==> src/rtl/color_blend_hsv_or_rgb_defines.svh <==
// Assertion macros for the color blender RTL.
// Included by the top level; the bodies vanish when SYNTHESIS is defined.
`ifndef COLOR_BLEND_HSV_OR_RGB_DEFINES_SVH
`define COLOR_BLEND_HSV_OR_RGB_DEFINES_SVH
`ifndef SYNTHESIS
// Check a property on clk_i, with reset masking the check
`define CBHR_ASSERT(lbl, prop) \
  lbl: assert property (@(posedge clk_i) disable iff (!rst_ni) prop) \
    else $error("cbhr: assertion failed");
// Check a property on clk_i, also while reset is low
`define CBHR_ASSERT_ALWAYS(lbl, prop) \
  lbl: assert property (@(posedge clk_i) prop) \
    else $error("cbhr: assertion failed");
`else
`define CBHR_ASSERT(lbl, prop)
`define CBHR_ASSERT_ALWAYS(lbl, prop)
`endif
`endif

==> src/rtl/cbhr_div.sv <==
// Pipelined restoring divider, one quotient bit per register stage.
// Used by color_blend_hsv_or_rgb; no package dependency.
module cbhr_div #(
  parameter int NW = 24,
  parameter int DW = 8
) (
  input  logic          clk_i,
  input  logic          en_i,
  input  logic [NW-1:0] num_i,
  input  logic [DW-1:0] den_i,
  output logic [NW-1:0] quo_o
);

  logic [DW-1:0] rem_q [NW];
  logic [NW-1:0] nq_q  [NW];
  logic [DW-1:0] den_q [NW];

  for (genvar k = 0; k < NW; k++) begin : g_stage
    logic [DW-1:0] rem_in;
    logic [NW-1:0] nq_in;
    logic [DW-1:0] den_in;
    logic [DW:0]   trial;
    logic          ge;

    if (k == 0) begin : g_first
      assign rem_in = '0;
      assign nq_in  = num_i;
      assign den_in = den_i;
    end else begin : g_next
      assign rem_in = rem_q[k-1];
      assign nq_in  = nq_q[k-1];
      assign den_in = den_q[k-1];
    end

    // Shift in the next numerator bit and try a subtract
    assign trial = {rem_in, nq_in[NW-1]};
    assign ge    = trial >= {1'b0, den_in};

    always_ff @(posedge clk_i) begin
      if (en_i) begin
        rem_q[k] <= ge ? DW'(trial - {1'b0, den_in}) : trial[DW-1:0];
        nq_q[k]  <= {nq_in[NW-2:0], ge};
        den_q[k] <= den_in;
      end
    end
  end

  assign quo_o = nq_q[NW-1];

endmodule

==> config.mk <==
export PLATFORM = sky130hd
export DESIGN_NAME = cbhr_div
export DESIGN_NICKNAME = d
export VERILOG_FILES = /design/src/rtl/color_blend_hsv_or_rgb_defines.svh /design/src/rtl/cbhr_div.sv
export SDC_FILE = /design/constraint.sdc
export NUM_CORES = 1
export LEC_CHECK = 0
export BUFFER_PORTS_ARGS = -buffer_cell sky130_fd_sc_hd__buf_2
export CORE_MARGIN = 1
export CORE_UTILIZATION = 66
export DETAILED_ROUTE_END_ITERATION = 6
export PLACE_DENSITY = 0.94
export SYNTH_ARGS = -nofsm -noshare
export SYNTH_HDL_FRONTEND = slang
export SYNTH_SLANG_ARGS = --single-unit
==> constraint.sdc <==
create_clock -name clk_i -period 5.5 [get_ports clk_i]
set_clock_uncertainty 0.05 [all_clocks]
set_input_delay 0.55 -clock clk_i [delete_from_list [all_inputs] [get_ports clk_i]]
set_output_delay 0.55 -clock clk_i [all_outputs]
set_load 0.02 [all_outputs]
==> run_results.csv, run 1 <==
group,metric,value,unit
outcome,status,"finished, violations left",
outcome,violations,"design-rule violations",
die,io_pins,58,
yosys,ys_types,60,
final_layout,nets,2830,
critical_path,crit_start,"rem_q[2][45]",
cts,htreeDepth,3,
yosys,synth_area_leaders,"edfxtp_1 73%, ha_1 6.0%, inv_1 2.4%",
placed_design,dpl_worst_slack,2740,ps
min_path,hp-start,"num_i[10]",
cts,ctsLongestPathBuffers,3,
job,drv_cap,0,
placed_design,dpl.hpwl,38000,um
grt,grt_max_degree,145,
routing,ant_nets,0,
yosys,async_reset_ff_frac,0,
final_layout,nFillCells,3250,
timing,setup_viol,0,
timing,max_freq,0.349,GHz
yosys,syn_avg_cell_area,15.8,um2
yosys,synth_seq_cells,944,
yosys,post-synth-top-area-fraction,0.734,
cts,numCtsBuffers,92,
die,chipWidth,244,um
timing,rsz0062_at_grt,"no",
yosys,yosys_warnings,0,
placed_design,gp_congestion,0.913,
cts,post_cts_resized,0,
critical_path,cp-end-kind,"flip-flop",
final_layout,antennaDiodeCount,0,
yosys,synth_common_cells,"944 x edfxtp_1, 248 x inv_1, 186 x ha_1",
yosys,synth_cells,2444,
routing,vias,20015,
timing,finalMaxSlewViolations,0,
yosys,synth_most_common_cell,"edfxtp_1",
placed_design,port_buffers,57,
cts,postCtsSetupBuffers,0,
yosys,synth-edff-count,944,
timing,slew_headroom,0.163,
grt,grt_pass1_vias,20245,
yosys,syn_area,38600,um2
critical_path,required,5840,ps
final_layout,regArea,28300,um2
cts,cts.sinks,944,
die,coreArea,57800,um2
critical_path,worstPathCellList,"ha_1 -> a21oi_1 -> o21ai_0 -> a221oi_2 -> inv_1 -> o22a_1",
critical_path,cp-start-kind,"flip-flop",
power,powerDensity,497,nW/um2
critical_path,cp.arrival,3200,ps
routing,detail_route.wirelength,60600,um
critical_path,crit_type,"reg2reg",
grt,grt_pass1_wl,99900,um
routing,firstDrtPassIters,7,
power,irDropWorstVdd,0.000298,V
power,p_leak,16.2,nW
timing,hold_viol,0,
critical_path,crit_slowest_cell,"a221oi_2",
cts,cts_root_buf,"clkbuf_16",
timing,setup-tns-final,0,ps
cts,clkTransAtPathRegs,60,ps
yosys,synth.net_count,2686,
critical_path,path_buf_inv,1,
cts,cts_tree,"built",
timing,worst_slew_pin_slew,1260,ps
timing,fin_crit_sh,0.521,
routing,drc,1,
critical_path,timing.rr.start,"rem_q[2][45]",
routing,drt_iter0_markers,1810,
yosys,synth_ff_type,"edfxtp_1",
grt,overflow,0,
min_path,min_path_type,"in2reg",
final_layout,multiInputGateArea,9270,um2
cts,clk_latency,630,ps
die,die_h,244,um
critical_path,slowest_delay,880,ps
yosys,synth_seq_area_share,0.734,
final_layout,area_delta_synth_final,11.2,%
critical_path,worstPathMaxFanout,16,
routing,via_per_inst,5.84,
cts,cts_hold_buf,0,
yosys,yosysTopAreaCell,"edfxtp_1",
timing,period_needed,2870,ps
grt,grt_use_total,0.209,
die,start_util,0.668,
timing,fin_ws,2630,ps
grt,antenna_found_initial,0,
final_layout,drive_gt1_frac,0.108,
die,dieArea,59500,um2
die,rows,88,
routing,avgRoutedWirePerCell,17.7,um
critical_path,path_delay_family,"compound AO/OA/AOI/OAI gates",
==> power breakdown <==
part           leakage, nW  total, mW  switching, mW  internal (mW)
sequential            9.20       9.90          0.500           9.40
clock                 1.45       6.17           2.54           3.63
combinational         5.52       5.28           3.02           2.26
total                 16.2       21.3           6.06           15.3
==> worst paths after layout <==
kind                            slack (ps)  cells past startpoint            to
worst max register to register        2630                      6  rem_q[2][55]
worst min register to register         350                      0  nq_q[1][136]
worst min-delay path                    40                      1   nq_q[0][11]
worst max-delay path                  2630                      6  rem_q[2][55]
==> per-layer routing <==
| metal | track usage | vias to the layer above | part of all wire |
|---|---|---|---|
| met2 | 0.356 | 709 | 0.51 |
| li1 | - | 9497 | - |
| met4 | 0.0790 | 0 | 0.029 |
| met3 | 0.0405 | 161 | 0.058 |
| met5 | 0 | - | 0 |
| met1 | 0.268 | 9648 | 0.41 |
==> cells by family (layout without fill, tap and decap cells) <==
| family | count (synthesis) | count (layout) | synth area share |
|---|---|---|---|
| AND/OR/NAND/NOR | 396 | 396 | 0.0521 |
| multiplexers | 65 | 65 | 0.0182 |
| buffers and inverters | 267 | 485 | 0.0262 |
| AO/OA/AOI/OAI | 498 | 498 | 0.0830 |
| flip-flops | 944 | 944 | 0.734 |
| adder cells (fa/ha/maj) | 208 | 208 | 0.0717 |
| XOR/XNOR | 66 | 66 | 0.0150 |
==> sequential cells by signal, indices dropped and copies added, names as in the netlist <==
register	flops
nq_q	576
den_q	184
rem_q	184
==> cell type report <==
cell class | instances | share of cell area
multi-input cells | 1233 | 0.216
well taps | 765 | 0.0223
clock inverters | 57 | 0.0128
inverters | 249 | 0.0218
flip-flops and latches | 944 | 0.660
clock buffers | 111 | 0.0568
repair buffers | 68 | 0.0105
==> cells in the final DEF, fill, tap and decap left out, drive strengths merged, types with 12 or more instances in the layout <==
master,netlist,final
edfxtp,944,944
inv,248,252
ha,186,186
o21ai,172,172
nand2,127,127
a21oi,114,114
clkbuf,15,111
nor2,68,68
buf,3,68
o21a,41,41
mux2,41,41
clkinv,1,39
nand2b,37,37
xor2,35,35
nor2b,31,31
xnor2,31,31
a21o,27,27
o31ai,24,24
mux2i,24,24
and2,23,23
a211oi,22,22
fa,22,22
nor3,20,20
nand3,19,19
a21boi,17,17
a31o,14,14
a221oi,13,13
and4,12,12
==> through the flow <==
stage          cells  cell area [um2]  power (mW)  hold slack [ps]  utilization
2_1_floorplan   2444            38600        13.8              350            -
4_1_cts         3427            42900        21.4             2.65        0.743
6_report        3427            42900        21.3             41.6        0.743
5_1_grt         3427            42900        22.4             2.68        0.743
3_5_place_dp    3259            40000        15.1              355        0.691
3_3_place_gp    3259            40000        14.7              350        0.691
Power figures use the tool's default switching activity.
==> run 2: changes to the inputs <==
--- a/config.mk
+++ b/config.mk
@@ -5,11 +5,12 @@
 export SDC_FILE = /design/constraint.sdc
 export NUM_CORES = 1
 export LEC_CHECK = 0
+export ABC_AREA = 1
 export BUFFER_PORTS_ARGS = -buffer_cell sky130_fd_sc_hd__buf_2
 export CORE_MARGIN = 1
-export CORE_UTILIZATION = 66
+export CORE_UTILIZATION = 57
 export DETAILED_ROUTE_END_ITERATION = 6
-export PLACE_DENSITY = 0.94
+export PLACE_DENSITY = 0.87
 export SYNTH_ARGS = -nofsm -noshare
 export SYNTH_HDL_FRONTEND = slang
 export SYNTH_SLANG_ARGS = --single-unit
==> constraint.sdc (replaced) <==
create_clock -name clk_i -period 2.3 [get_ports clk_i]
set_clock_uncertainty 0.05 [all_clocks]
set_input_delay 0.23 -clock clk_i [delete_from_list [all_inputs] [get_ports clk_i]]
set_output_delay 0.23 -clock clk_i [all_outputs]
set_load 0.02 [all_outputs]
==> run 2 against run 1 <==
  * The run now ends clean
  * Die area rose by 24%
  * Count of clock-buffer cells in the layout is 3 lower
  * Sequential share of layout area fell by 5.2 points
  * Via count up 20%
  * Sequential power rose by 140%
  * Area after synthesis grew 7.0%
  * Routed wire length increased by 17%
  * Maximum frequency grew 37%
  * First-iteration DRC count up 13%
  * Hold slack improved by 210 ps
  * Critical path type unchanged
  * Highest routed layer unchanged
==> run_results.csv, run 2 <==
group,metric,value,unit
outcome,status,"finished clean",
final_layout,final_cell_mix,"944 x edfxtp_1, 941 x nand2_1, 523 x inv_1, 326 x nand3_1, 186 x ha_1",
critical_path,rrSetupSlack,210,ps
yosys,synth-edff-count,944,
cts,postCtsSetupBuffers,0,
final_layout,largestRegisters,"nq_q: 576 flops, den_q: 184 flops, rem_q: 184 flops",
yosys,synth_common_cells,"944 x edfxtp_1, 941 x nand2_1, 523 x inv_1",
die,coreArea,71600,um2
critical_path,cp.arrival,2420,ps
power,finalPower,55.7,mW
power,powerDensity,1190,nW/um2
yosys,yosysTopAreaCell,"edfxtp_1",
final_layout,final_common_cell,"edfxtp_1",
die,die_h,271,um
critical_path,worstPathMaxFanout,9,
cts,cts.sinks,944,
power,p_leak,20.2,nW
die,rows,98,
final_layout,nets,3878,
critical_path,cp-start-kind,"flip-flop",
yosys,synth_ff_type,"edfxtp_1",
timing,timing.hold.ws,256,ps
placed_design,dpl.hpwl,49000,um
cts,htreeDepth,3,
timing,period_needed,2090,ps
routing,routed-wl-met3,3580,um
yosys,syn_avg_cell_area,12.1,um2
die,dieArea,73600,um2
yosys,async_reset_ff_frac,0,
critical_path,crit_type,"reg2reg",
grt,grt_pass1_wl,116000,um
die,io_pins,58,
cts,clk_latency,640,ps
routing,firstDrtPassIters,7,
timing,fin_ws,209,ps
yosys,synth_seq_cells,944,
placed_design,dpl_worst_slack,247,ps
routing,wl_met2,35300,um
timing,worst_slew_pin_slew,694,ps
cts,cts_tree,"built",
timing,rsz0062_at_grt,"no",
grt,overflow,0,
yosys,synth_seq_area_share,0.686,
routing,wl_met1,30000,um
routing,drt_iter0_markers,2046,
routing,ant_nets,0,
timing,finalMaxSlewViolations,0,
cts,numCtsBuffers,94,
critical_path,crit_top_cell,"nand2_1",
grt,grt_max_degree,104,
yosys,synth.net_count,3669,
critical_path,cp-end-kind,"flip-flop",
timing,setup_viol,0,
critical_path,slowest_delay,410,ps
final_layout,area_delta_synth_final,12.9,%
grt,grt_pass1_vias,23838,
yosys,yosys_warnings,0,
routing,vias,24108,
timing,setup-tns-final,0,ps
die,start_util,0.577,
yosys,post-synth-top-area-fraction,0.686,
power,irDropWorstVdd,0.000766,V
timing,hold_viol,0,
yosys,syn_area,41300,um2
critical_path,worstPathCellList,"ha_1 -> nand2_1 -> nand2_1 -> nand2_1 -> nand2_1 -> a21oi_2 -> nand2_4 -> nand2_1 -> nand2_1",
yosys,synth_cells,3427,
yosys,synth_most_common_cell,"edfxtp_1",
timing,max_freq,0.478,GHz
routing,detail_route.wirelength,70800,um
timing,slew_headroom,0.533,
cts,cts_root_buf,"clkbuf_16",
final_layout,largest_register_ff_count,576,
placed_design,gp_congestion,0.892,
job,drv_cap,0,
grt,grt_use_total,0.195,
critical_path,crit_slowest_cell,"edfxtp_1",
critical_path,required,2630,ps
final_layout,drive_gt1_frac,0.0940,
die,chipWidth,271,um
cts,ctsLongestPathBuffers,3,
final_layout,top_register,"nq_q",
yosys,ys_types,31,
routing,avgRoutedWirePerCell,15.2,um
min_path,min_path_type,"in2reg",
grt,antenna_found_initial,0,
final_layout,antennaDiodeCount,0,
routing,via_per_inst,5.17,
yosys,synth_area_leaders,"edfxtp_1 69%, nand2_1 8.5%, ha_1 5.6%",
placed_design,port_buffers,57,
timing,fin_crit_sh,0.909,
routing,drc,0,
routing,routed.top_layer,"met4",
cts,clkTransAtPathRegs,60,ps
cts,post_cts_resized,0,
run 2: cell count changes after synthesis, moves of 30 or more:
cell and change:
o21ai_0 -168, mux2_2 -41, nand2_2 +39, nor2b_1 -31
a21oi_1 -30, nand3_1 +307, nand2_1 +814, nor2_1 +55
o21a_1 -41, nand4_1 +41, nand2b_1 -37, inv_1 +275
run 2: path summary, 6_finish.rpt:
path | startpoint | to | cells after the start
setup / recovery | rem_q[0][45] | rem_q[0][49] | 9
hold / removal | num_i[20] | nq_q[0][21] | 2
setup reg to reg | rem_q[0][45] | rem_q[0][49] | 9
hold reg to reg | nq_q[1][113] | nq_q[1][138] | 0
run 2: logic make-up (layout without fill, tap and decap cells):
| logic type | count (synthesis) | count (layout) | synth area share |
|---|---|---|---|
| fa+ha+maj | 208 | 208 | 0.0670 |
| flops | 944 | 944 | 0.686 |
| compound gates | 94 | 94 | 0.0123 |
| simple gates | 1564 | 1564 | 0.167 |
| xor+xnor | 66 | 66 | 0.0140 |
| buf+inv | 551 | 835 | 0.0534 |
run 2: what timing repair did:
| action | in CTS | in global routing |
|---|---|---|
| setup endpoints to repair | 0 | 0 |
| hold buffers | 33 | 0 |
| hold endpoints to repair | 47 | 0 |
run 2: final cells by class:
class | instances | area [um2]
fill | 5143 | 25000
clock inverter | 63 | 722
timing repair buffer | 137 | 1180
clock buffer | 108 | 2470
inverter | 527 | 1980
sequential | 944 | 28300
multi-input combinational | 1932 | 10800
tap | 950 | 1190
run 2: layer usage:
metal  GRT usage  up-vias
met5           0        -
met4      0.0711        0
met3      0.0313      152
met2       0.338      616
met1       0.248    11341
li1            -    11999
run 2: worst max-delay path, delay by kind of cell (launching register included):
| kind | cells | cell delay [ps] |
|---|---|---|
| AND/OR/NAND/NOR | 7 | 590 |
| flip-flops | 1 | 410 |
| AO/OA/AOI/OAI | 1 | 390 |
| adder cells (fa/ha/maj) | 1 | 380 |
run 2: report_power, final:
group / switching (mW) / leakage, nW / internal (mW)
sequential: 1.51 / 9.24 / 22.6
combinational: 10.1 / 9.43 / 5.82
clock: 6.28 / 1.54 / 9.38
run 2: stage by stage:
stage               area (um2)  instances   util
finish                   46700       4661  0.652
floorplan                41300       3427      -
detailed placement       43100       4457  0.602
global placement         43100       4457  0.602
CTS                      46700       4661  0.652
global route             46700       4661  0.652
==> run 3: changes to the inputs <==
--- a/config.mk
+++ b/config.mk
@@ -5,7 +5,7 @@
 export SDC_FILE = /design/constraint.sdc
 export NUM_CORES = 1
 export LEC_CHECK = 0
-export ABC_AREA = 1
+export ABC_CLOCK_PERIOD_IN_PS = 2300
 export BUFFER_PORTS_ARGS = -buffer_cell sky130_fd_sc_hd__buf_2
 export CORE_MARGIN = 1
 export CORE_UTILIZATION = 57
==> run 3 against run 2 <==
  * Count of clock-buffer cells in the layout grew 2
  * Design area shrank 3.7%
  * Critical endpoint is now rem_q[2][31]
  * Via count shrank 14%
  * Sequential power is essentially flat
  * Final cell count shrank 21%
  * Clock power shrank 9%
  * Setup slack lost 230 ps
  * Maximum frequency shrank 9.9%
  * Non-clock buffer count grew 95
  * Largest cell class unchanged
  * Largest power group unchanged
  * Highest routed layer unchanged
  * Routed wire length shrank 8.5%
  * Critical path type unchanged
  * The run now ends with negative setup slack left
==> run_results.csv, run 3 (synthesis gave the netlist of run 1 again) <==
group,metric,value,unit
power,p_sw_frac,0.289,
placed_design,dpl.hpwl,41000,um
power,powerDensity,1170,nW/um2
cts,ctsLongestPathBuffers,3,
timing,hold_viol,0,
cts,cts_tree,"built",
timing,setup-tns-final,-41.1,ps
final_layout,regArea,28300,um2
final_layout,fin_cells,3699,
routing,vias,20709,
final_layout,largestRegisters,"nq_q: 576 flops, den_q: 184 flops, rem_q: 184 flops",
grt,overflow,0,
routing,avgRoutedWirePerCell,17.5,um
power,irDropWorstVdd,0.000604,V
final_layout,final_util,0.669,
job,drv_cap,0,
final_layout,final_common_cell,"edfxtp_1",
outcome,status,"finished, violations left",
critical_path,cp.arrival,2650,ps
timing,setup_viol,2,
final_layout,area_delta_synth_final,16.3,%
grt,grt_pass1_wl,104000,um
cts,numCtsBuffers,93,
die,start_util,0.575,
die,dieArea,68800,um2
die,rows,95,
power,p_seq_frac,0.451,
final_layout,top_register,"nq_q",
routing,ant_nets,0,
final_layout,drive_gt1_frac,0.171,
min_path,min_path_type,"in2reg",
cts,htreeDepth,3,
cts,cts.sinks,944,
cts,clkTransAtPathRegs,60,ps
outcome,violations,"negative setup slack",
power,p_int,37.5,mW
cts,clk_latency,640,ps
grt,antenna_found_initial,0,
routing,drt_iter0_markers,1547,
power,p_leak,17.0,nW
routing,detail_route.wirelength,64900,um
grt,grt_max_degree,99,
final_layout,final_cell_mix,"944 x edfxtp_1, 246 x inv_1, 160 x ha_1, 149 x o21ai_0, 127 x nand2_1",
critical_path,required,2630,ps
routing,routed.top_layer,"met4",
timing,slew_headroom,0.633,
final_layout,nFillCells,4282,
timing,max_freq,0.431,GHz
placed_design,dpl_worst_slack,-48.6,ps
grt,grt_pass1_vias,21052,
routing,drc,0,
power,power_frac_comb,0.277,
grt,grt_use_total,0.188,
final_layout,fin_area,44900,um2
timing,fin_ws,-21.4,ps
placed_design,place_inst,3468,
timing,finalMaxSlewViolations,0,
critical_path,worstPathMaxFanout,6,
timing,period_needed,2320,ps
routing,routed-wl-met3,2930,um
die,die_h,262,um
placed_design,port_buffers,57,
timing,worst_slew_pin_slew,545,ps
power,power.switching,15.3,mW
final_layout,antennaDiodeCount,0,
final_layout,multiInputGateArea,9650,um2
final_layout,nets,2995,
die,chipWidth,262,um
placed_design,post_dp_cell_area,41000,um2
routing,wl_met2,33100,um
critical_path,cp-end-kind,"flip-flop",
critical_path,crit_type,"reg2reg",
final_layout,largest_register_ff_count,576,
die,io_pins,58,
critical_path,cp-start-kind,"flip-flop",
timing,fin_crit_sh,1.01,
timing,timing.hold.ws,258,ps
routing,via_per_inst,5.60,
die,coreArea,67200,um2
routing,firstDrtPassIters,6,
power,clock_power_share,0.272,
routing,wl_met1,26800,um
cts,cts_root_buf,"clkbuf_16",
power,finalPower,52.7,mW
placed_design,gp_congestion,0.890,
==> run 3: cell count changes in the layout (fill, tap and decap cells not counted), sizes merged, moves of 24 or more <==
| cell | change |
|---|---|
| o21a | +41 |
| nor2b | +31 |
| a21o | +27 |
| nand2 | -884 |
| o21ai | +170 |
| nand3 | -307 |
| nand2b | +37 |
| buf | +92 |
| o31ai | +24 |
| mux2 | +41 |
| nor2 | -73 |
| nand4 | -41 |
| inv | -271 |
| mux2i | +24 |
==> run 3: repair_timing <==
action,4_1_cts,5_1_grt
setup endpoints to repair,35,113
endpoints found under the hold margin,64,0
gates cloned,0,3
gates resized for setup,12,94
pin swaps,6,18
hold buffers,33,0
buffers inserted,7,20
==> run 3: layout make-up <==
| cell class | instances | area share |
|---|---|---|
| clock buffer | 110 | 0.0537 |
| clock inverter | 58 | 0.0107 |
| inverter | 249 | 0.0208 |
| multi-input combinational | 1233 | 0.215 |
| sequential | 944 | 0.631 |
| tap | 873 | 0.0243 |
| timing repair buffer | 232 | 0.0446 |
==> run 3: power groups by stage <==
stage          Clock (mW)  Combinational, mW  Sequential, mW
2_1_floorplan           0               9.44            23.5
3_3_place_gp            0               12.3            23.9
3_5_place_dp            0               13.1            24.0
4_1_cts              14.7               13.5            23.7
5_1_grt              15.4               16.1            24.0
6_report             14.3               14.6            23.8
==> run 3: routing by layer <==
layer	global-route usage	vias to the layer above
li1	-	9848
met1	0.235	10077
met2	0.329	606
met3	0.0323	178
met4	0.0687	0
met5	0	-
==> run 3: worst paths after layout <==
path	start	endpoint	slack (ps)	depth (start not counted)
max	den_q[2][22]	rem_q[2][31]	-20	7
min	num_i[21]	nq_q[0][22]	260	2
max reg2reg	den_q[2][22]	rem_q[2][31]	-20	7
min reg2reg	nq_q[2][16]	nq_q[2][41]	360	0
==> run 3: worst max-delay path: stages, from the launching register on <==
cell      delay [ps]
edfxtp_1         400
inv_1             80
ha_2             300
a21oi_2          240
o21ai_1          210
a221oi_4         440
inv_1            140
o22a_1           220
